File: config.mk
export PLATFORM = sky130hd
export DESIGN_NAME = debounced_input_event_counter_core
export DESIGN_NICKNAME = d
export VERILOG_FILES = /design/src/dbc_pkg.sv /design/src/dbc_csr.sv /design/src/dbc_channel.sv /design/src/dbc_counters.sv /design/src/debounced_input_event_counter_core.sv
export SDC_FILE = /design/constraint.sdc
export NUM_CORES = 1
export LEC_CHECK = 0
export BUFFER_PORTS_ARGS = -buffer_cell sky130_fd_sc_hd__buf_2
export CORE_MARGIN = 2
export CORE_UTILIZATION = 40
export CTS_BUF_LIST = sky130_fd_sc_hd__clkbuf_16
export DETAILED_ROUTE_END_ITERATION = 8
export PLACE_DENSITY = 0.64
export SYNTH_ARGS = -nofsm -noshare
export SYNTH_HDL_FRONTEND = slang
export SYNTH_SLANG_ARGS = --single-unit
File: constraint.sdc
create_clock -name clock -period 7.8 [get_ports clock]
set_input_delay 1.56 -clock clock [delete_from_list [all_inputs] [get_ports clock]]
set_output_delay 1.56 -clock clock [all_outputs]
set_load 0.02 [all_outputs]
File: src/dbc_pkg.sv
// Shared types, sizes and codes for the debounced input event counter.
`timescale 1ns / 1ps

package dbc_pkg;

   localparam int CHANNELS   = 4;
   localparam int COUNTERS   = 4;
   localparam int PINS       = 8;
   localparam int SETUP_REGS = 4;
   localparam int CSR_ADDR_W = 5;
   localparam int CSR_DATA_W = 64;
   localparam int SETUP_W    = 44;

   // Counter actions as held in the setup registers.
   localparam logic [2:0] ACT_NONE    = 3'd0;
   localparam logic [2:0] ACT_INC     = 3'd1;
   localparam logic [2:0] ACT_DEC     = 3'd2;
   localparam logic [2:0] ACT_SET     = 3'd3;
   localparam logic [2:0] ACT_INC_SEC = 3'd4;
   localparam logic [2:0] ACT_DEC_SEC = 3'd5;
   localparam logic [2:0] ACT_QUAD    = 3'd6;

   // Resolved counter operations passed from a channel to the counter bank.
   localparam logic [1:0] OP_INC = 2'd0;
   localparam logic [1:0] OP_DEC = 2'd1;
   localparam logic [1:0] OP_SET = 2'd2;

   typedef struct packed {
      logic [15:0] fall_dly;
      logic [15:0] rise_dly;
      logic [1:0]  cidx;
      logic [2:0]  fall_act;
      logic [2:0]  rise_act;
      logic        sec;
      logic [2:0]  pin;
   } setup_type;

   typedef struct packed {
      logic       hit;
      logic [1:0] cidx;
      logic [1:0] op;
   } event_type;

   // Pins at or beyond the pin count read as low.
   function automatic logic pin_bit(input logic [7:0] pins, input logic [3:0] idx);
      logic result;
      result = 1'b0;
      if (int'(idx) < PINS && idx < 4'd8) begin
         result = pins[idx[2:0]];
      end
      return result;
   endfunction

endpackage

File: src/dbc_csr.sv
// Configuration register file holding one setup word per channel.
`timescale 1ns / 1ps

module dbc_csr (
   input  logic                                    clock,
   input  logic                                    reset,
   input  logic                                    csr_psel,
   input  logic                                    csr_penable,
   input  logic                                    csr_pwrite,
   input  logic [dbc_pkg::CSR_ADDR_W-1:0]          csr_paddr,
   input  logic [dbc_pkg::CSR_DATA_W-1:0]          csr_pwdata,
   output logic [dbc_pkg::CSR_DATA_W-1:0]          csr_prdata,
   output logic                                    csr_pready,
   output dbc_pkg::setup_type [dbc_pkg::CHANNELS-1:0] setups
);

   dbc_pkg::setup_type [dbc_pkg::CHANNELS-1:0] setup_ff;
   logic [1:0] reg_index;
   logic       write_en;

   assign reg_index  = csr_paddr[dbc_pkg::CSR_ADDR_W-1:3];
   assign write_en   = csr_psel && csr_penable && csr_pwrite;
   assign csr_pready = 1'b1;
   assign setups     = setup_ff;

   always_ff @(posedge clock) begin
      if (reset) begin
         setup_ff <= '0;
      end else if (write_en) begin
         for (int i = 0; i < dbc_pkg::CHANNELS; i++) begin
            if (i < dbc_pkg::SETUP_REGS && int'(reg_index) == i) begin
               setup_ff[i] <= csr_pwdata[dbc_pkg::SETUP_W-1:0];
            end
         end
      end
   end

   always_comb begin
      csr_prdata = '0;
      for (int i = 0; i < dbc_pkg::CHANNELS; i++) begin
         if (i < dbc_pkg::SETUP_REGS && int'(reg_index) == i) begin
            csr_prdata = {{(dbc_pkg::CSR_DATA_W-dbc_pkg::SETUP_W){1'b0}}, setup_ff[i]};
         end
      end
   end

endmodule

File: src/dbc_channel.sv
// Debounce state and action decode for one input channel.
`timescale 1ns / 1ps

module dbc_channel (
   input  logic               clock,
   input  logic               reset,
   input  logic               advance,
   input  dbc_pkg::setup_type setup,
   input  logic [7:0]         pins,
   input  logic [7:0]         diff,
   output dbc_pkg::event_type event_out
);

   logic [1:0]  settled_ff, settled_in;
   logic [15:0] remain_ff, remain_in;
   logic        armed_ff, armed_in;

   logic [3:0]  sec_idx;
   logic        detected;
   logic [15:0] remain_cur;
   logic        armed_cur;
   logic        expire;
   logic [1:0]  now_level;
   logic [2:0]  act;
   logic        act_hit;
   logic [1:0]  act_op;

   assign sec_idx  = {1'b0, setup.pin} + 4'd1;
   assign detected = dbc_pkg::pin_bit(diff, {1'b0, setup.pin})
                     || (setup.sec && dbc_pkg::pin_bit(diff, sec_idx));

   // A change reloads the countdown from the delay for the settled direction.
   assign remain_cur = detected ? (settled_ff[0] ? setup.fall_dly : setup.rise_dly)
                                : remain_ff;
   assign armed_cur  = detected || armed_ff;
   assign expire     = armed_cur && (remain_cur == 16'd0);

   assign now_level = {setup.sec && dbc_pkg::pin_bit(pins, sec_idx),
                       dbc_pkg::pin_bit(pins, {1'b0, setup.pin})};
   assign act       = now_level[0] ? setup.rise_act : setup.fall_act;

   always_comb begin
      act_hit = 1'b0;
      act_op  = dbc_pkg::OP_INC;
      case (act)
         dbc_pkg::ACT_INC: begin
            act_hit = 1'b1;
         end
         dbc_pkg::ACT_DEC: begin
            act_hit = 1'b1;
            act_op  = dbc_pkg::OP_DEC;
         end
         dbc_pkg::ACT_SET: begin
            act_hit = 1'b1;
            act_op  = dbc_pkg::OP_SET;
         end
         dbc_pkg::ACT_INC_SEC: begin
            act_hit = now_level[1];
         end
         dbc_pkg::ACT_DEC_SEC: begin
            act_hit = now_level[1];
            act_op  = dbc_pkg::OP_DEC;
         end
         dbc_pkg::ACT_QUAD: begin
            act_hit = 1'b1;
            act_op  = now_level[1] ? dbc_pkg::OP_INC : dbc_pkg::OP_DEC;
         end
         default: begin
            act_hit = 1'b0;
         end
      endcase
   end

   assign event_out.hit  = advance && expire && (now_level[0] != settled_ff[0])
                           && (int'(setup.cidx) < dbc_pkg::COUNTERS) && act_hit;
   assign event_out.cidx = setup.cidx;
   assign event_out.op   = act_op;

   always_comb begin
      settled_in = settled_ff;
      remain_in  = remain_cur;
      armed_in   = armed_cur;
      if (armed_cur) begin
         if (remain_cur != 16'd0) begin
            remain_in = remain_cur - 16'd1;
         end else begin
            settled_in = now_level;
            armed_in   = 1'b0;
         end
      end
   end

   always_ff @(posedge clock) begin
      if (reset) begin
         settled_ff <= '0;
         remain_ff  <= '0;
         armed_ff   <= 1'b0;
      end else if (advance) begin
         settled_ff <= settled_in;
         remain_ff  <= remain_in;
         armed_ff   <= armed_in;
      end
   end

endmodule

File: src/dbc_counters.sv
// Counter bank that applies channel events in channel order, plus the sequence number.
`timescale 1ns / 1ps

module dbc_counters (
   input  logic                                       clock,
   input  logic                                       reset,
   input  logic                                       advance,
   input  dbc_pkg::event_type [dbc_pkg::CHANNELS-1:0] events,
   output logic [dbc_pkg::COUNTERS-1:0][7:0]          counters,
   output logic [7:0]                                 sequence_number,
   output logic                                       changed
);

   logic [dbc_pkg::COUNTERS-1:0][7:0] count_ff, count_in;
   logic [7:0] seq_ff, seq_in;
   logic       changed_ff, changed_in;

   // Each counter sees the channels in index order, so two channels aimed at
   // the same counter on one tick both take effect.
   always_comb begin
      count_in   = count_ff;
      changed_in = 1'b0;
      for (int i = 0; i < dbc_pkg::CHANNELS; i++) begin
         if (events[i].hit) begin
            changed_in = 1'b1;
         end
      end
      for (int k = 0; k < dbc_pkg::COUNTERS; k++) begin
         for (int i = 0; i < dbc_pkg::CHANNELS; i++) begin
            if (events[i].hit && int'(events[i].cidx) == k) begin
               case (events[i].op)
                  dbc_pkg::OP_INC: count_in[k] = count_in[k] + 8'd1;
                  dbc_pkg::OP_DEC: count_in[k] = count_in[k] - 8'd1;
                  dbc_pkg::OP_SET: count_in[k] = count_in[k] | 8'd1;
                  default:         count_in[k] = count_in[k];
               endcase
            end
         end
      end
      seq_in = seq_ff + {7'd0, changed_in};
   end

   always_ff @(posedge clock) begin
      if (reset) begin
         count_ff   <= '0;
         seq_ff     <= '0;
         changed_ff <= 1'b0;
      end else if (advance) begin
         count_ff   <= count_in;
         seq_ff     <= seq_in;
         changed_ff <= changed_in;
      end
   end

   assign counters        = count_ff;
   assign sequence_number = seq_ff;
   assign changed         = changed_ff;

endmodule

File: src/debounced_input_event_counter_core.sv
// Top level of the debounced input event counter: request stage, channels and counters.
`timescale 1ns / 1ps

// Channel   Direction  Handshake              Payload
// req       in         req_valid/req_ready    req_pin_levels (8 bits)
// rsp       out        rsp_valid/rsp_ready    counters a..d, sequence number, changed flag
// csr       in/out     APB, pready always 1   64-bit setup word per channel at 8*i
//
// One request per clock while responses are taken: a request enters the input
// stage, and from there all channels and the counter bank settle it in a single
// pass into the result register, which presents the response.
// The longest path of that single pass chains up to four channel actions on one
// counter through short 8-bit adders.
// Reset is synchronous and clears all debounce state, counters, the sequence
// number and the setup registers; no clearing pass is needed.
// A stalled response holds the input stage, which still takes one more request
// and then drops req_ready until the response is taken.

module debounced_input_event_counter_core (
   input  logic                           clock,
   input  logic                           reset,
   input  logic                           req_valid,
   output logic                           req_ready,
   input  logic [7:0]                     req_pin_levels,
   output logic                           rsp_valid,
   input  logic                           rsp_ready,
   output logic [7:0]                     rsp_counter_a,
   output logic [7:0]                     rsp_counter_b,
   output logic [7:0]                     rsp_counter_c,
   output logic [7:0]                     rsp_counter_d,
   output logic [7:0]                     rsp_sequence_number,
   output logic                           rsp_changed,
   input  logic                           csr_psel,
   input  logic                           csr_penable,
   input  logic                           csr_pwrite,
   input  logic [dbc_pkg::CSR_ADDR_W-1:0] csr_paddr,
   input  logic [dbc_pkg::CSR_DATA_W-1:0] csr_pwdata,
   output logic [dbc_pkg::CSR_DATA_W-1:0] csr_prdata,
   output logic                           csr_pready
);

   dbc_pkg::setup_type [dbc_pkg::CHANNELS-1:0] setups;
   dbc_pkg::event_type [dbc_pkg::CHANNELS-1:0] events;
   logic [dbc_pkg::COUNTERS-1:0][7:0]          counters;

   logic       stage_valid_ff;
   logic [7:0] stage_pins_ff;
   logic [7:0] prev_pins_ff;
   logic       rsp_valid_ff;
   logic       advance;
   logic [7:0] diff;

   // The staged request moves on whenever the result register is free or
   // being emptied in this cycle.
   assign advance   = stage_valid_ff && (!rsp_valid_ff || rsp_ready);
   assign req_ready = !stage_valid_ff || advance;
   assign rsp_valid = rsp_valid_ff;

   // Changes are measured against the previous request's pins, which start at
   // zero after reset so pins high on the first request count as changes.
   assign diff = stage_pins_ff ^ prev_pins_ff;

   always_ff @(posedge clock) begin
      if (reset) begin
         stage_valid_ff <= 1'b0;
         prev_pins_ff   <= '0;
         rsp_valid_ff   <= 1'b0;
      end else begin
         if (req_valid && req_ready) begin
            stage_valid_ff <= 1'b1;
         end else if (advance) begin
            stage_valid_ff <= 1'b0;
         end
         if (advance) begin
            prev_pins_ff <= stage_pins_ff;
            rsp_valid_ff <= 1'b1;
         end else if (rsp_ready) begin
            rsp_valid_ff <= 1'b0;
         end
      end
   end

   always_ff @(posedge clock) begin
      if (req_valid && req_ready) begin
         stage_pins_ff <= req_pin_levels;
      end
   end

   dbc_csr u_csr (
      .clock       (clock),
      .reset       (reset),
      .csr_psel    (csr_psel),
      .csr_penable (csr_penable),
      .csr_pwrite  (csr_pwrite),
      .csr_paddr   (csr_paddr),
      .csr_pwdata  (csr_pwdata),
      .csr_prdata  (csr_prdata),
      .csr_pready  (csr_pready),
      .setups      (setups)
   );

   for (genvar g = 0; g < dbc_pkg::CHANNELS; g++) begin : g_channel
      dbc_channel u_channel (
         .clock     (clock),
         .reset     (reset),
         .advance   (advance),
         .setup     (setups[g]),
         .pins      (stage_pins_ff),
         .diff      (diff),
         .event_out (events[g])
      );
   end

   dbc_counters u_counters (
      .clock           (clock),
      .reset           (reset),
      .advance         (advance),
      .events          (events),
      .counters        (counters),
      .sequence_number (rsp_sequence_number),
      .changed         (rsp_changed)
   );

   // Counters beyond the configured count read as zero.
   if (dbc_pkg::COUNTERS > 0) begin : g_cnt_a
      assign rsp_counter_a = counters[0];
   end else begin : g_cnt_a_zero
      assign rsp_counter_a = 8'd0;
   end
   if (dbc_pkg::COUNTERS > 1) begin : g_cnt_b
      assign rsp_counter_b = counters[1];
   end else begin : g_cnt_b_zero
      assign rsp_counter_b = 8'd0;
   end
   if (dbc_pkg::COUNTERS > 2) begin : g_cnt_c
      assign rsp_counter_c = counters[2];
   end else begin : g_cnt_c_zero
      assign rsp_counter_c = 8'd0;
   end
   if (dbc_pkg::COUNTERS > 3) begin : g_cnt_d
      assign rsp_counter_d = counters[3];
   end else begin : g_cnt_d_zero
      assign rsp_counter_d = 8'd0;
   end

   // The changed flag and a sequence step always go together.
   a_seq_tracks_changed: assert property (@(posedge clock) disable iff (reset)
      advance |=> rsp_changed == (rsp_sequence_number != $past(rsp_sequence_number)))
      else $error("sequence number and changed flag disagree");

   // A pending response must block the state update.
   a_no_advance_on_stall: assert property (@(posedge clock) disable iff (reset)
      (rsp_valid && !rsp_ready) |-> !advance)
      else $error("state advanced while the response was stalled");

   // An empty input stage always takes a request.
   a_empty_stage_ready: assert property (@(posedge clock) disable iff (reset)
      !stage_valid_ff |-> req_ready)
      else $error("input stage empty but not ready");

   // Without an advance the previous pin image must hold.
   a_prev_pins_hold: assert property (@(posedge clock) disable iff (reset)
      !advance |=> $stable(prev_pins_ff))
      else $error("previous pins changed without a processed request");

endmodule
Word level (Yosys, flattened, before mapping) --
Cells that the tools add are included.
Word-level totals: bits in registers 307, bits in latches 0, RAM bits 0, memory bits (read-only) 0, input bits 84, memories kept 0
Operators by class: add/sub/neg operators 41, $mul 0, divide/modulo/power cells 0, magnitude comparators 16, equality and inequality tests 51, shift operators 0, muxes and demuxes 124, bitwise gates (word level) 5, reductions and logical operators 99
Operators with widths (count):
- $pmux 8 s3 | 16
- $mux 16 | 16
- $mux 44 | 4
- $add 8x1->8 const B | 16
- $mux 8 | 16
- $sub 8x1->8 const B | 16
- $logic_not 16->1 | 4
- $reduce_bool 16->1 | 4
- $sub 16x1->16 const B | 4
- $bmux 1 s3 | 16
- $logic_and 1x1->1 | 48
- $mux 1 | 44
- $eq 3x3->1 const B | 12
- $lt 3x4->1 const B | 8
- $lt 4x4->1 const B | 8
- $eq 2x2->1 const B | 14
- $eq 3x2->1 const B | 8
- $pmux 2 s3 | 4
- $eq 2x1->1 const B | 9
- $logic_not 2->1 | 9
- $add 3x1->4 const B | 4
- $reduce_or 2->1 | 8
- $reduce_or 4->1 | 4
- $eq 3x1->1 const B | 4
- other kinds (11) | 40

Logic depth before layout (Yosys ltp) --
Gate-level depths: netlist of run 1.
word-level depth 23, gate-level depth with buffers 38

Modules after synthesis --
Synthesis of run 1 repeated with hierarchy kept, for this count alone.
Second synthesis, totals: cell total of the unflattened synthesis 2837, area total of the unflattened synthesis 25438.1 um^2
Modules (own cells, without submodules):
- dbc_channel | instances 4, cells each 266, area an instance 2228.4 um^2, seq. area each 360.3 um^2
- dbc_csr | instances 1, cells each 700, area an instance 8219.1 um^2, seq. area each 3523.4 um^2
- dbc_counters | instances 1, cells each 1013, area an instance 7552.2 um^2, seq. area each 820.8 um^2
- debounced_input_event_counter_core | instances 1, cells each 60, area an instance 753.2 um^2, seq. area each 440.4 um^2

Worst setup path after synthesis of run 1 --
No wires, ideal clock.
kind register to register, from reg u_csr.setup_ff (netlist bit u_csr.setups[1]), to reg u_counters.count_ff (netlist bit u_counters.counters[15]), arrival time 7.364 ns, data required time 7.728 ns, setup slack 0.364 ns, cell stages (with the launch flop) 34, path buffers 3, period minus slack after synthesis 7.436 ns, cell sequence dfxtp_1 > ha_1 > clkbuf_1 > mux4_2 > or3b_4 > o211ai_4 > buf_12 > mux2i_1 > ha_1 > o21ai_0 > nor4_2 > nand2_1 > nor2b_1 > o211a_1 > and3_1 > clkbuf_1 > mux2i_1 > inv_1 > ha_1 > o21a_1 > o31a_1 > a211oi_1 > a21o_1 > ha_1 > nor2b_1 > a31oi_1 > a21boi_0 > mux2_2 > ha_1 > and3_1 > a211o_1 > and3_1 > or4_1 > mux2i_1
On the way: word-level cells in the longest chain between the ends 23, elaborated cells between the ends (all ways) 56, those cells by class add/sub (7); order compare (2); eq/ne (9); mux (23); reduce/logical (15)
Ends and longest elaborated chain:
- from (decl) | line dbc_csr.sv:17 | dbc_pkg::setup_type [dbc_pkg::CHANNELS-1:0] setup_ff;
- from (signal, indexed assignment) | line dbc_csr.sv:32 | setup_ff[i] <= csr_pwdata[dbc_pkg::SETUP_W-1:0];
- $add 3x1->4 | line dbc_channel.sv:28 | assign sec_idx = {1'b0, setup.pin} + 4'd1;
- $lt 4x4->1 / $bmux 1 s3 (equally long branches) | line dbc_pkg.sv:48, dbc_pkg.sv:49
- $logic_and 1x1->1 / $mux 1 (equally long branches) | line dbc_pkg.sv:48, dbc_pkg.sv:49
- $mux 1 | line dbc_pkg.sv:48 | if (int'(idx) < PINS && idx < 4'd8) begin
- $logic_and 1x1->1 | line dbc_channel.sv:30 | || (setup.sec && dbc_pkg::pin_bit(diff, sec_idx));
- $logic_or 1x1->1 | line dbc_channel.sv:30
- $mux 16 | line dbc_channel.sv:33 | assign remain_cur = detected ? (settled_ff[0] ? setup.fall_dly : setup.rise_dly)
- $logic_not 16->1 | line dbc_channel.sv:36 | assign expire = armed_cur && (remain_cur == 16'd0);
- [... 7 more ...]
- $pmux 8 s3 | line dbc_counters.sv:31 | case (events[i].op)
- $mux 8 (*) | line dbc_counters.sv:30 | if (events[i].hit && int'(events[i].cidx) == k) begin
- $sub 8x1->8 / $add 8x1->8 (equally long branches) | line dbc_counters.sv:33, dbc_counters.sv:32
- $pmux 8 s3 | line dbc_counters.sv:31
- $mux 8 (*) | line dbc_counters.sv:30
- $sub 8x1->8 / $add 8x1->8 (equally long branches) | line dbc_counters.sv:33, dbc_counters.sv:32
- $pmux 8 s3 | line dbc_counters.sv:31
- $mux 8 (*) | line dbc_counters.sv:30
- to (signal assigned) | line dbc_counters.sv:49 | count_ff <= count_in;
- to (decl) | line dbc_counters.sv:14 | logic [dbc_pkg::COUNTERS-1:0][7:0] count_ff, count_in;
Mark *: on every way between the ends. The rest lies on a longest branch, timed or not. The select of a mux whose other input is x is not followed. A chain may end at the register's enable or synchronous reset.

Worst setup path after layout of run 1 --
from reg stage_pins_ff[7], to reg u_counters.count_ff (netlist bit u_counters.counters[15])
On the way: word-level cells in the longest chain between the ends 23, elaborated cells between the ends (all ways) 167, those cells by class add/sub (6); eq/ne (36); mux (68); bitwise (1); reduce/logical (56)
Ends and longest elaborated chain:
- from (decl) | line debounced_input_event_counter_core.sv:47 | logic [7:0] stage_pins_ff;
- from (signal assigned) | line debounced_input_event_counter_core.sv:85 | stage_pins_ff <= req_pin_levels;
- $xor 8x8->8 | line debounced_input_event_counter_core.sv:61 | assign diff = stage_pins_ff ^ prev_pins_ff;
- $bmux 1 s3 | line dbc_pkg.sv:49 | result = pins[idx[2:0]];
- $mux 1 (implied by the code) | line dbc_pkg.sv:49
- $mux 1 | line dbc_pkg.sv:48
- $logic_and 1x1->1 | line dbc_channel.sv:30
- $logic_or 1x1->1 | line dbc_channel.sv:30
- $mux 16 | line dbc_channel.sv:33
- $logic_not 16->1 | line dbc_channel.sv:36
- [... 7 more ...]
- $pmux 8 s3 | line dbc_counters.sv:31
- $mux 8 | line dbc_counters.sv:30
- $sub 8x1->8 / $add 8x1->8 (equally long branches) | line dbc_counters.sv:33, dbc_counters.sv:32
- $pmux 8 s3 | line dbc_counters.sv:31
- $mux 8 | line dbc_counters.sv:30
- $sub 8x1->8 / $add 8x1->8 (equally long branches) | line dbc_counters.sv:33, dbc_counters.sv:32
- $pmux 8 s3 | line dbc_counters.sv:31
- $mux 8 (*) | line dbc_counters.sv:30
Marked as above.

==> results of run 1 <==
[area by class of cell]
cell class | instances | area, µm² | area share, %
multi-input cells | 2464 | 16900 | 62.6
flip-flops and latches | 307 | 6230 | 23.0
repair buffers | 234 | 1430 | 5.28
clock buffers | 39 | 976 | 3.61
well taps | 773 | 967 | 3.58
inverters | 73 | 274 | 1.01
clock inverters | 29 | 236 | 0.875
diodes | 3 | 7.51 | 0.0278
[per-layer routing]
metal / GRT usage, % / vias up / part of all wire [%]
met3: 3.15 / 115 / 6.4
met5: 0 / - / 0.017
li1: - / 11106 / -
met4: 9.49 / 2 / 3.3
met1: 32.8 / 10851 / 44
met2: 39.8 / 790 / 47
[logic make-up after synthesis]
family | synth area share (%)
buf+inv | 5.00
compound gates | 20.6
xor+xnor | 4.52
other cells | 0.0313
simple gates | 22.4
mux | 14.6
flops | 25.9
fa+ha+maj | 6.91
[flip-flops by register name (all words and copies together) (netlist names)]
register,count
u_csr.setups,176
rsp_valid,1
u_counters.counters,32
g_channel.u_channel.settled_ff,4
g_channel.u_channel.armed_ff,4
u_counters.sequence_number,8
g_channel.u_channel.remain_ff,64
stage_valid_ff,1
u_counters.changed,1
prev_pins_ff,8
stage_pins_ff,8
[synth_stat cells, drive strengths merged (15+ instances only)]
cell type,count
dfxtp,299
o21bai,15
nand2b,18
nor2b,36
a31oi,31
and2,21
clkbuf,144
a21o,50
mux4,72
nor4,25
nor3,81
mux2,52
a211oi,60
nand2,560
xor2,45
o211ai,21
fa,16
buf,62
o21ai,137
o21a,19
nand4,23
xnor2,71
ha,107
nor3b,19
nand3,56
inv,72
nor2,218
a21oi,326
mux2i,121
or3,34
and3,32
[cells in the final DEF (no fill, tap or decap), types with 19 or more instances in the layout]
master,synthesis,layout
nand3_1,55,53
buf_4,27,86
a31oi_1,31,29
buf_2,16,145
clkbuf_16,0,39
a211oi_1,60,59
nor3_1,80,79
nand2_1,559,557
nor2_1,216,214
conb_1,2,21
xnor2_1,62,62
xor2_1,45,45
or3_1,33,32
mux4_2,64,64
mux2i_1,116,112
and3_1,32,28
and2_1,21,20
o21a_1,19,19
ha_1,107,103
inv_1,71,85
nand4_1,23,23
o21ai_0,126,122
mux2_2,52,52
nor4_1,23,23
nor2b_1,36,34
o211ai_1,20,20
a21o_1,50,50
dfxtp_1,299,299
a21oi_1,326,320
[metrics by stage]
step	utilization, %	cells	setup WS (ns)
CTS	45.2	3909	0.0432
detailed placement	43.2	3841	0.0842
global route	45.7	3922	-0.0607
finish	45.7	3922	0.306
floorplan	-	3050	0.364
global placement	43.2	3841	0.212
[critical path, delay by kind of cell (launching register included)]
kind	cells	cell delay, ns
AND/OR/NAND/NOR	13	2.73
adder cells (fa/ha/maj)	4	1.17
multiplexers	4	1.25
flip-flops	1	0.47
buffers and inverters	1	0.15
XOR/XNOR	2	0.28
AO/OA/AOI/OAI	8	1.31
[worst paths after layout]
path,startpoint,endpoint,slack (ns),cells past startpoint
setup / recovery,stage_pins_ff[7]$_DFFE_PP_,u_counters.counters[15]$_SDFFE_PP0P_,0.31,32
setup reg to reg,stage_pins_ff[7]$_DFFE_PP_,u_counters.counters[15]$_SDFFE_PP0P_,0.31,32
hold reg to reg,u_csr.setups[156]$_SDFFE_PP0P_,u_csr.setups[156]$_SDFFE_PP0P_,0.47,2
hold / removal,u_csr.setups[156]$_SDFFE_PP0P_,u_csr.setups[156]$_SDFFE_PP0P_,0.47,2
[where the power goes]
part	switching (mW)	internal [mW]	total, mW
Clock	0.750	1.01	1.76
Combinational	0.485	0.286	0.771
Sequential	0.0478	1.62	1.67
[timing repair]
action	4_1_cts	5_1_grt
hold buffers	0	0
endpoints found under the hold margin	0	0
resized for setup	0	49
setup endpoints to repair	0	5
buffers inserted	0	10
==> impl_metrics.csv, run 1 <==
group,metric,value,unit
die,start_util,40.6,%
drt,drt_pre_antenna_iters,5,
drt,finalWirelength,78100,µm
drt,dr.first_iter.drc_count,1934,
cts,path_clk_slew,0.06,ns
finish,syn2layout_area_growth,12.7,%
logic_synthesis,synth.area.top_cells,"dfxtp_1, nand2_1, a21oi_1, mux4_2, ha_1",
worst_setup_path,critPathKind,"reg2reg",
timing,skew,0.0279,ns
timing,drv_slew,0,
power_and_ir_drop,leakage,10.6,nW
timing,finalSetupTns,0,ns
drt,drtAntennaViolNets,0,
place,portBuffers,147,
timing,max_freq,133,MHz
place,hpwl,55100,µm
logic_synthesis,synth-seq-cells,307,
power_and_ir_drop,ir_drop,0.147,mV
drt,routed_via_density,5.83,
die,io_pins,192,
worst_setup_path,worst-endpoint-required,8.28,ns
logic_synthesis,yosys.area.top_type,"dfxtp_1",
worst_setup_path,crit_slowest_cell,"edfxtp_1",
global_route,grt-ovfl-total,0,
cts,htreeDepth,2,
logic_synthesis,synth_ff_type,"dfxtp_1",
place,placement.cell_area,0.0255,mm²
die,fp.coreArea,0.0591,mm²
cts,cts_buffer_depth,3,
global_route,grt_max_degree,195,
drt,drc,0,
finish,drive_above_1_share,15.9,%
timing,hold_slack,0.467,ns
cts,clk_latency,0.58,ns
global_route,grt_pass1_wl,121000,µm
timing,maxSlewHeadroom,17.4,%
finish,final_area,0.0270,mm²
logic_synthesis,syn_area_per_cell,7.92,µm²
logic_synthesis,synth_cell_types,103,
worst_hold_path,hold_class,"reg2reg",
timing,min_period,7.49,ns
cts,cts-buffers-inserted,39,
cts,root_buffer,"clkbuf_16",
logic_synthesis,synth_seq_area_share,25.9,%
logic_synthesis,synth_edf_count,8,
global_route,grt_pass1_vias,20806,
status,status,"complete, no violations",
die,rows,89,
logic_synthesis,netlist_area,0.0240,mm²
timing,setup_viol,0,
worst_setup_path,cp_max_fo,5,
flow_run,cap_violations,0,
global_route,antenna_found_initial,4,
global_route,track_usage,24.4,%
finish,nets,3326,
logic_synthesis,async_flop_share,0,%
drt,vias,22864,
timing,hold_viol,0,
cts,cts_sinks,307,
finish,fillers,5897,
worst_setup_path,cp-end-kind,"flop",
power_and_ir_drop,powerDensity,155,mW/mm²
place,gp_congestion,0.920,
die,die_h,249,µm
worst_setup_path,slowest_delay,0.47,ns
drt,wire_per_inst,19.9,µm
logic_synthesis,synth.top_cell.area_share,24.9,%
worst_setup_path,start_kind,"flop",
worst_setup_path,cp_common_cell,"ha_1",
timing,finalCritPeriodShare,96.1,%
cts,cts_tree,"yes",
timing,tightest_slew,1.24,ns
die,dieArea,0.0620,mm²
worst_setup_path,arrival,7.97,ns
logic_synthesis,ys.warnings.count,0,
die,fp.dieW,249,µm
logic_synthesis,synth_cells,3031,
power_and_ir_drop,finalPower,4.20,mW
(Power assumes the default switching activity.)
==> run 2: changes to the inputs <==
SETUP_SLACK_MARGIN = 0.5   (was unset)
==> impl_metrics.csv, run 2 (synthesis results as in run 1) <==
group,metric,value,unit
status,status,"complete, no violations",
place,placement.cell_area,0.0255,mm²
worst_hold_path,hold_path_depth,2,
die,start_util,40.6,%
worst_setup_path,reg2regPathDepth,29,
flow_run,cap_violations,0,
drt,drtAntennaViolNets,0,
worst_setup_path,critPathKind,"reg2reg",
finish,fillers,5832,
worst_setup_path,cp_common_cell,"ha_1",
cts,cts_tree,"yes",
drt,drt_pre_antenna_iters,5,
die,fp.dieW,249,µm
cts,clk_latency,0.59,ns
worst_setup_path,cp_max_fo,7,
drt,vias,23131,
drt,wire_per_inst,20.1,µm
worst_setup_path,worst-endpoint-required,8.30,ns
finish,instances_no_fill,3943,
cts,cts_buffer_depth,3,
timing,rsz0062_at_grt,"true",
finish,layout_common_cells,"nand2_1, a21oi_1, dfxtp_1",
cts,root_buffer,"clkbuf_16",
finish,fin_util,46.8,%
worst_hold_path,holdPathEnd,"u_csr.setups[167]$_SDFFE_PP0P_",
cts,cts_sinks,307,
timing,finalCritPeriodShare,91.7,%
cts,htreeDepth,2,
worst_setup_path,cp-end-kind,"flop",
global_route,grt_max_degree,163,
drt,finalWirelength,79100,µm
finish,drive_above_1_share,18.2,%
global_route,track_usage,24.6,%
worst_setup_path,arrival,7.65,ns
drt,dr.first_iter.drc_count,1998,
worst_setup_path,rrSetupSlack,0.65,ns
place,portBuffers,147,
place,hpwl,55700,µm
power_and_ir_drop,ir_drop,0.165,mV
worst_setup_path,crit_slowest_cell,"mux4_2",
drt,drc,0,
global_route,grt-ovfl-total,0,
timing,tightest_slew,1.34,ns
die,die_h,249,µm
die,fp.coreArea,0.0591,mm²
worst_setup_path,crit_buf_inv,1,
cts,cts-buffers-inserted,39,
global_route,grt_pass1_vias,21231,
power_and_ir_drop,finalPower,4.33,mW
timing,max_freq,140,MHz
finish,largest_reg_flops,176,
timing,setup_viol,0,
worst_setup_path,path_depth,29,
timing,finalSetupTns,0,ns
worst_hold_path,min_from,"u_csr.setups[167]$_SDFFE_PP0P_",
worst_hold_path,hold_class,"reg2reg",
timing,skew,0.0382,ns
place,dpl_worst_slack,-0.0259,ns
worst_setup_path,slowest_delay,0.48,ns
timing,hold_slack,0.469,ns
drt,routed_via_density,5.87,
global_route,grt_pass1_wl,122000,µm
finish,final_common_cell,"nand2_1",
die,rows,89,
power_and_ir_drop,leakage,10.8,nW
timing,maxSlewHeadroom,10.3,%
timing,drv_slew,0,
die,io_pins,192,
worst_setup_path,cp-startpoint,"stage_pins_ff[5]$_DFFE_PP_",
global_route,antenna_found_initial,2,
timing,min_period,7.15,ns
cts,path_clk_slew,0.06,ns
timing,worst_slack,0.650,ns
place,gp_congestion,0.931,
finish,final_area,0.0277,mm²
worst_setup_path,r2r_start,"stage_pins_ff[5]$_DFFE_PP_",
place,dp.cells,3839,
power_and_ir_drop,powerDensity,156,mW/mm²
finish,syn2layout_area_growth,15.3,%
worst_setup_path,start_kind,"flop",
finish,nets,3346,
worst_setup_path,reg2reg_to,"u_counters.counters[31]$_SDFFE_PP0P_",
timing,hold_viol,0,
worst_setup_path,critPathTopFamily,"simple AND/OR/NAND/NOR gates",
die,dieArea,0.0620,mm²
## run 2: cell count changes in the layout (fill, tap and decap cells not counted), sizes merged
cell	change
clkinvlp	+1
clkinv	+11
inv	-11
diode	-2
buf	+20
bufinv	+2
## run 2: final cells by class
type	count	area (µm²)	area share [%]
antenna	1	2.50	0.00904
clock buffer	39	976	3.53
clock inverter	32	322	1.16
inverter	73	274	0.990
multi-input combinational	2464	17300	62.4
sequential	307	6230	22.5
tap	773	967	3.50
timing repair buffer	254	1630	5.89
## run 2: worst max-delay path by stage
stage                                                 endpoint
after detailed placement  u_counters.counters[23]$_SDFFE_PP0P_
after floorplan           u_counters.counters[23]$_SDFFE_PP0P_
after global placement    u_counters.counters[23]$_SDFFE_PP0P_
after CTS                 u_counters.counters[23]$_SDFFE_PP0P_
final                     u_counters.counters[31]$_SDFFE_PP0P_
after global routing      u_counters.counters[31]$_SDFFE_PP0P_
## run 2: report_power, final
| group | switching, mW | internal (mW) |
|---|---|---|
| registers | 0.0484 | 1.62 |
| logic | 0.497 | 0.303 |
| clock network | 0.776 | 1.09 |
| total | 1.32 | 3.01 |
## run 2: per-layer routing
metal	part of all wire (%)	up-vias	track usage, %
li1	-	11152	-
met1	43	10983	32.7
met2	47	860	40.8
met3	7.3	136	3.53
met4	3.3	0	8.47
met5	0	-	0
## run 2: worst reg2reg max path, delay by kind of cell (launching register included)
family | cells | cell delay, ns
AOI/OAI and AO/OA | 8 | 1.74
xor gates and xnor gates | 2 | 0.27
adders and majority gates | 4 | 1.14
buffers and inverters | 1 | 0.16
DFF | 1 | 0.43
muxes | 4 | 1.21
and+or+nand+nor | 10 | 2.11
## run 2: what timing repair did
item | CTS | global route
setup buffers | 15 | 17
hold buffers | 0 | 0
pin swaps | 23 | 38
endpoints found under the setup margin | 7 | 8
gates resized for setup | 61 | 61
==> run 3: changes to the inputs <==
SYNTH_HIERARCHICAL = 1   (was unset)
==> impl_metrics.csv, run 3 <==
group,metric,value,unit
logic_synthesis,async_flop_share,0,%
cts,cts-buffers-inserted,38,
global_route,grt_max_degree,216,
logic_synthesis,synth.area.top_cells,"dfxtp_1, mux2i_1, mux4_2, nand2b_1, ha_1",
place,dp.cells,3852,
cts,clk_latency,0.59,ns
power_and_ir_drop,leakage,12.5,nW
cts,cts_sinks,307,
logic_synthesis,syn_area_per_cell,8.97,µm²
global_route,grt_pass1_vias,21444,
power_and_ir_drop,ir_drop,0.163,mV
worst_setup_path,arrival,8.16,ns
die,start_util,40.4,%
logic_synthesis,synth_edf_count,8,
timing,hold_viol,0,
place,placement.cell_area,0.0281,mm²
timing,drv_slew,0,
cts,cts_tree,"yes",
worst_setup_path,crit_slowest_cell,"mux4_2",
global_route,track_usage,23.5,%
drt,drtAntennaViolNets,0,
worst_setup_path,start_kind,"flop",
finish,drive_above_1_share,27.4,%
worst_setup_path,worst-endpoint-required,8.32,ns
timing,min_period,7.64,ns
global_route,antenna_found_initial,0,
drt,finalWirelength,79900,µm
place,portBuffers,147,
worst_hold_path,hold_class,"reg2reg",
cts,htreeDepth,2,
timing,rsz0062_at_grt,"true",
logic_synthesis,netlist_area,0.0254,mm²
logic_synthesis,yosys-top-cells-count,"mux2i_1, dfxtp_1, nand2b_1",
logic_synthesis,synth-seq-cells,307,
die,rows,92,
timing,finalCritPeriodShare,98.0,%
timing,hold_slack,0.481,ns
cts,path_clk_slew,0.06,ns
global_route,grt-ovfl-total,0,
logic_synthesis,synth_cell_types,106,
die,io_pins,192,
drt,vias,22606,
finish,syn2layout_area_growth,20.2,%
logic_synthesis,ys.warnings.count,6,
logic_synthesis,synth.top_cell.area_share,23.5,%
cts,root_buffer,"clkbuf_16",
drt,drt_pre_antenna_iters,8,
timing,finalSetupTns,0,ns
finish,layout_common_cells,"mux2i_1, dfxtp_1, nand2b_1",
drt,routed_via_density,5.70,
finish,fillers,5911,
global_route,grt_pass1_wl,123000,µm
timing,tightest_slew,1.19,ns
die,fp.dieW,256,µm
status,status,"complete, no violations",
logic_synthesis,synth_seq_area_share,24.5,%
drt,dr.first_iter.drc_count,1752,
timing,skew,0.0326,ns
flow_run,cap_violations,0,
worst_setup_path,cp_max_fo,6,
logic_synthesis,yosys.area.top_type,"dfxtp_1",
finish,largest_reg_flops,176,
timing,setup_viol,0,
die,die_h,256,µm
power_and_ir_drop,finalPower,4.55,mW
worst_setup_path,cp-end-kind,"flop",
place,gp_congestion,0.887,
finish,final_area,0.0306,mm²
cts,cts_buffer_depth,3,
place,hpwl,56400,µm
power_and_ir_drop,powerDensity,149,mW/mm²
timing,maxSlewHeadroom,20.3,%
worst_setup_path,critPathKind,"reg2reg",
finish,instances_no_fill,3965,
worst_setup_path,crit_buf_inv,4,
drt,wire_per_inst,20.2,µm
timing,max_freq,131,MHz
worst_setup_path,slowest_delay,0.51,ns
logic_synthesis,synth_cells,2837,
die,dieArea,0.0656,mm²
finish,final_common_cell,"mux2i_1",
logic_synthesis,synth_ff_type,"dfxtp_1",
finish,nets,3278,
cts,postCtsHoldBufs,0,
logic_synthesis,post-synth-top-count-cell,"mux2i_1",
worst_setup_path,critPathTopFamily,"simple AND/OR/NAND/NOR gates",
die,fp.coreArea,0.0630,mm²
drt,drc,0,
## run 3: cell type report
| cell class | instances | area [µm²] | share of cell area, % |
|---|---|---|---|
| antenna | 1 | 2.50 | 0.00819 |
| clock buffer | 38 | 951 | 3.11 |
| clock inverter | 28 | 244 | 0.798 |
| inverter | 62 | 233 | 0.761 |
| multi-input combinational | 2288 | 19100 | 62.6 |
| sequential | 307 | 6230 | 20.4 |
| tap | 846 | 1060 | 3.46 |
| timing repair buffer | 395 | 2730 | 8.92 |
## run 3: repair_timing
item | in CTS | in global routing
resized for setup | 86 | 108
endpoints found under the setup margin | 20 | 21
setup buffers | 27 | 19
pin swaps | 59 | 59
gates cloned | 0 | 0
## run 3: logic make-up after synthesis
group | synth area share [%]
XOR/XNOR | 4.70
AO/OA/AOI/OAI | 13.8
buffers and inverters | 5.14
flip-flops | 24.5
other | 0.0295
multiplexers | 22.8
adder cells (fa/ha/maj) | 5.37
AND/OR/NAND/NOR | 23.7
## run 3: metal layers
layer / GRT usage [%] / vias up / share of wire, % / wire length (µm)
met3: 4.19 / 113 / 6.4 / 5110
met4: 7.20 / 0 / 3.0 / 2440
li1: - / 10899 / - / -
met1: 32.1 / 10961 / 44 / 35500
met5: 0 / - / 0 / 0
met2: 37.7 / 633 / 46 / 36900
## run 3: stage by stage
stage	setup WS, ns	utilization (%)
final	0.157	48.5
after global placement	-0.117	44.6
after detailed placement	-0.146	44.6
after floorplan	0.270	-
after global routing	-0.114	48.5
after CTS	0.114	47.5
## run 3: path summary, 6_finish.rpt
kind	startpoint	depth (start not counted)	to	slack (ns)
hold / removal	g_channel[3].u_channel/settled_ff[0]$_SDFFE_PP0P_	2	g_channel[3].u_channel/settled_ff[0]$_SDFFE_PP0P_	0.48
hold reg to reg	g_channel[3].u_channel/settled_ff[0]$_SDFFE_PP0P_	2	g_channel[3].u_channel/settled_ff[0]$_SDFFE_PP0P_	0.48
setup reg to reg	stage_pins_ff[7]$_DFFE_PP_	35	u_counters/counters[23]$_SDFFE_PP0P_	0.16
setup / recovery	stage_pins_ff[7]$_DFFE_PP_	35	u_counters/counters[23]$_SDFFE_PP0P_	0.16
## run 3: power by group
| group | total, mW | switching (mW) | internal, mW |
|---|---|---|---|
| combinational | 1.10 | 0.598 | 0.499 |
| clock | 1.76 | 0.763 | 0.994 |
| sequential | 1.69 | 0.0687 | 1.63 |
## run 3: worst min-delay path, delay by kind of cell (launching register included)
family	cells	cell delay (ns)
and+or+nand+nor	1	0.06
AOI/OAI and AO/OA	1	0.05
DFF	1	0.32
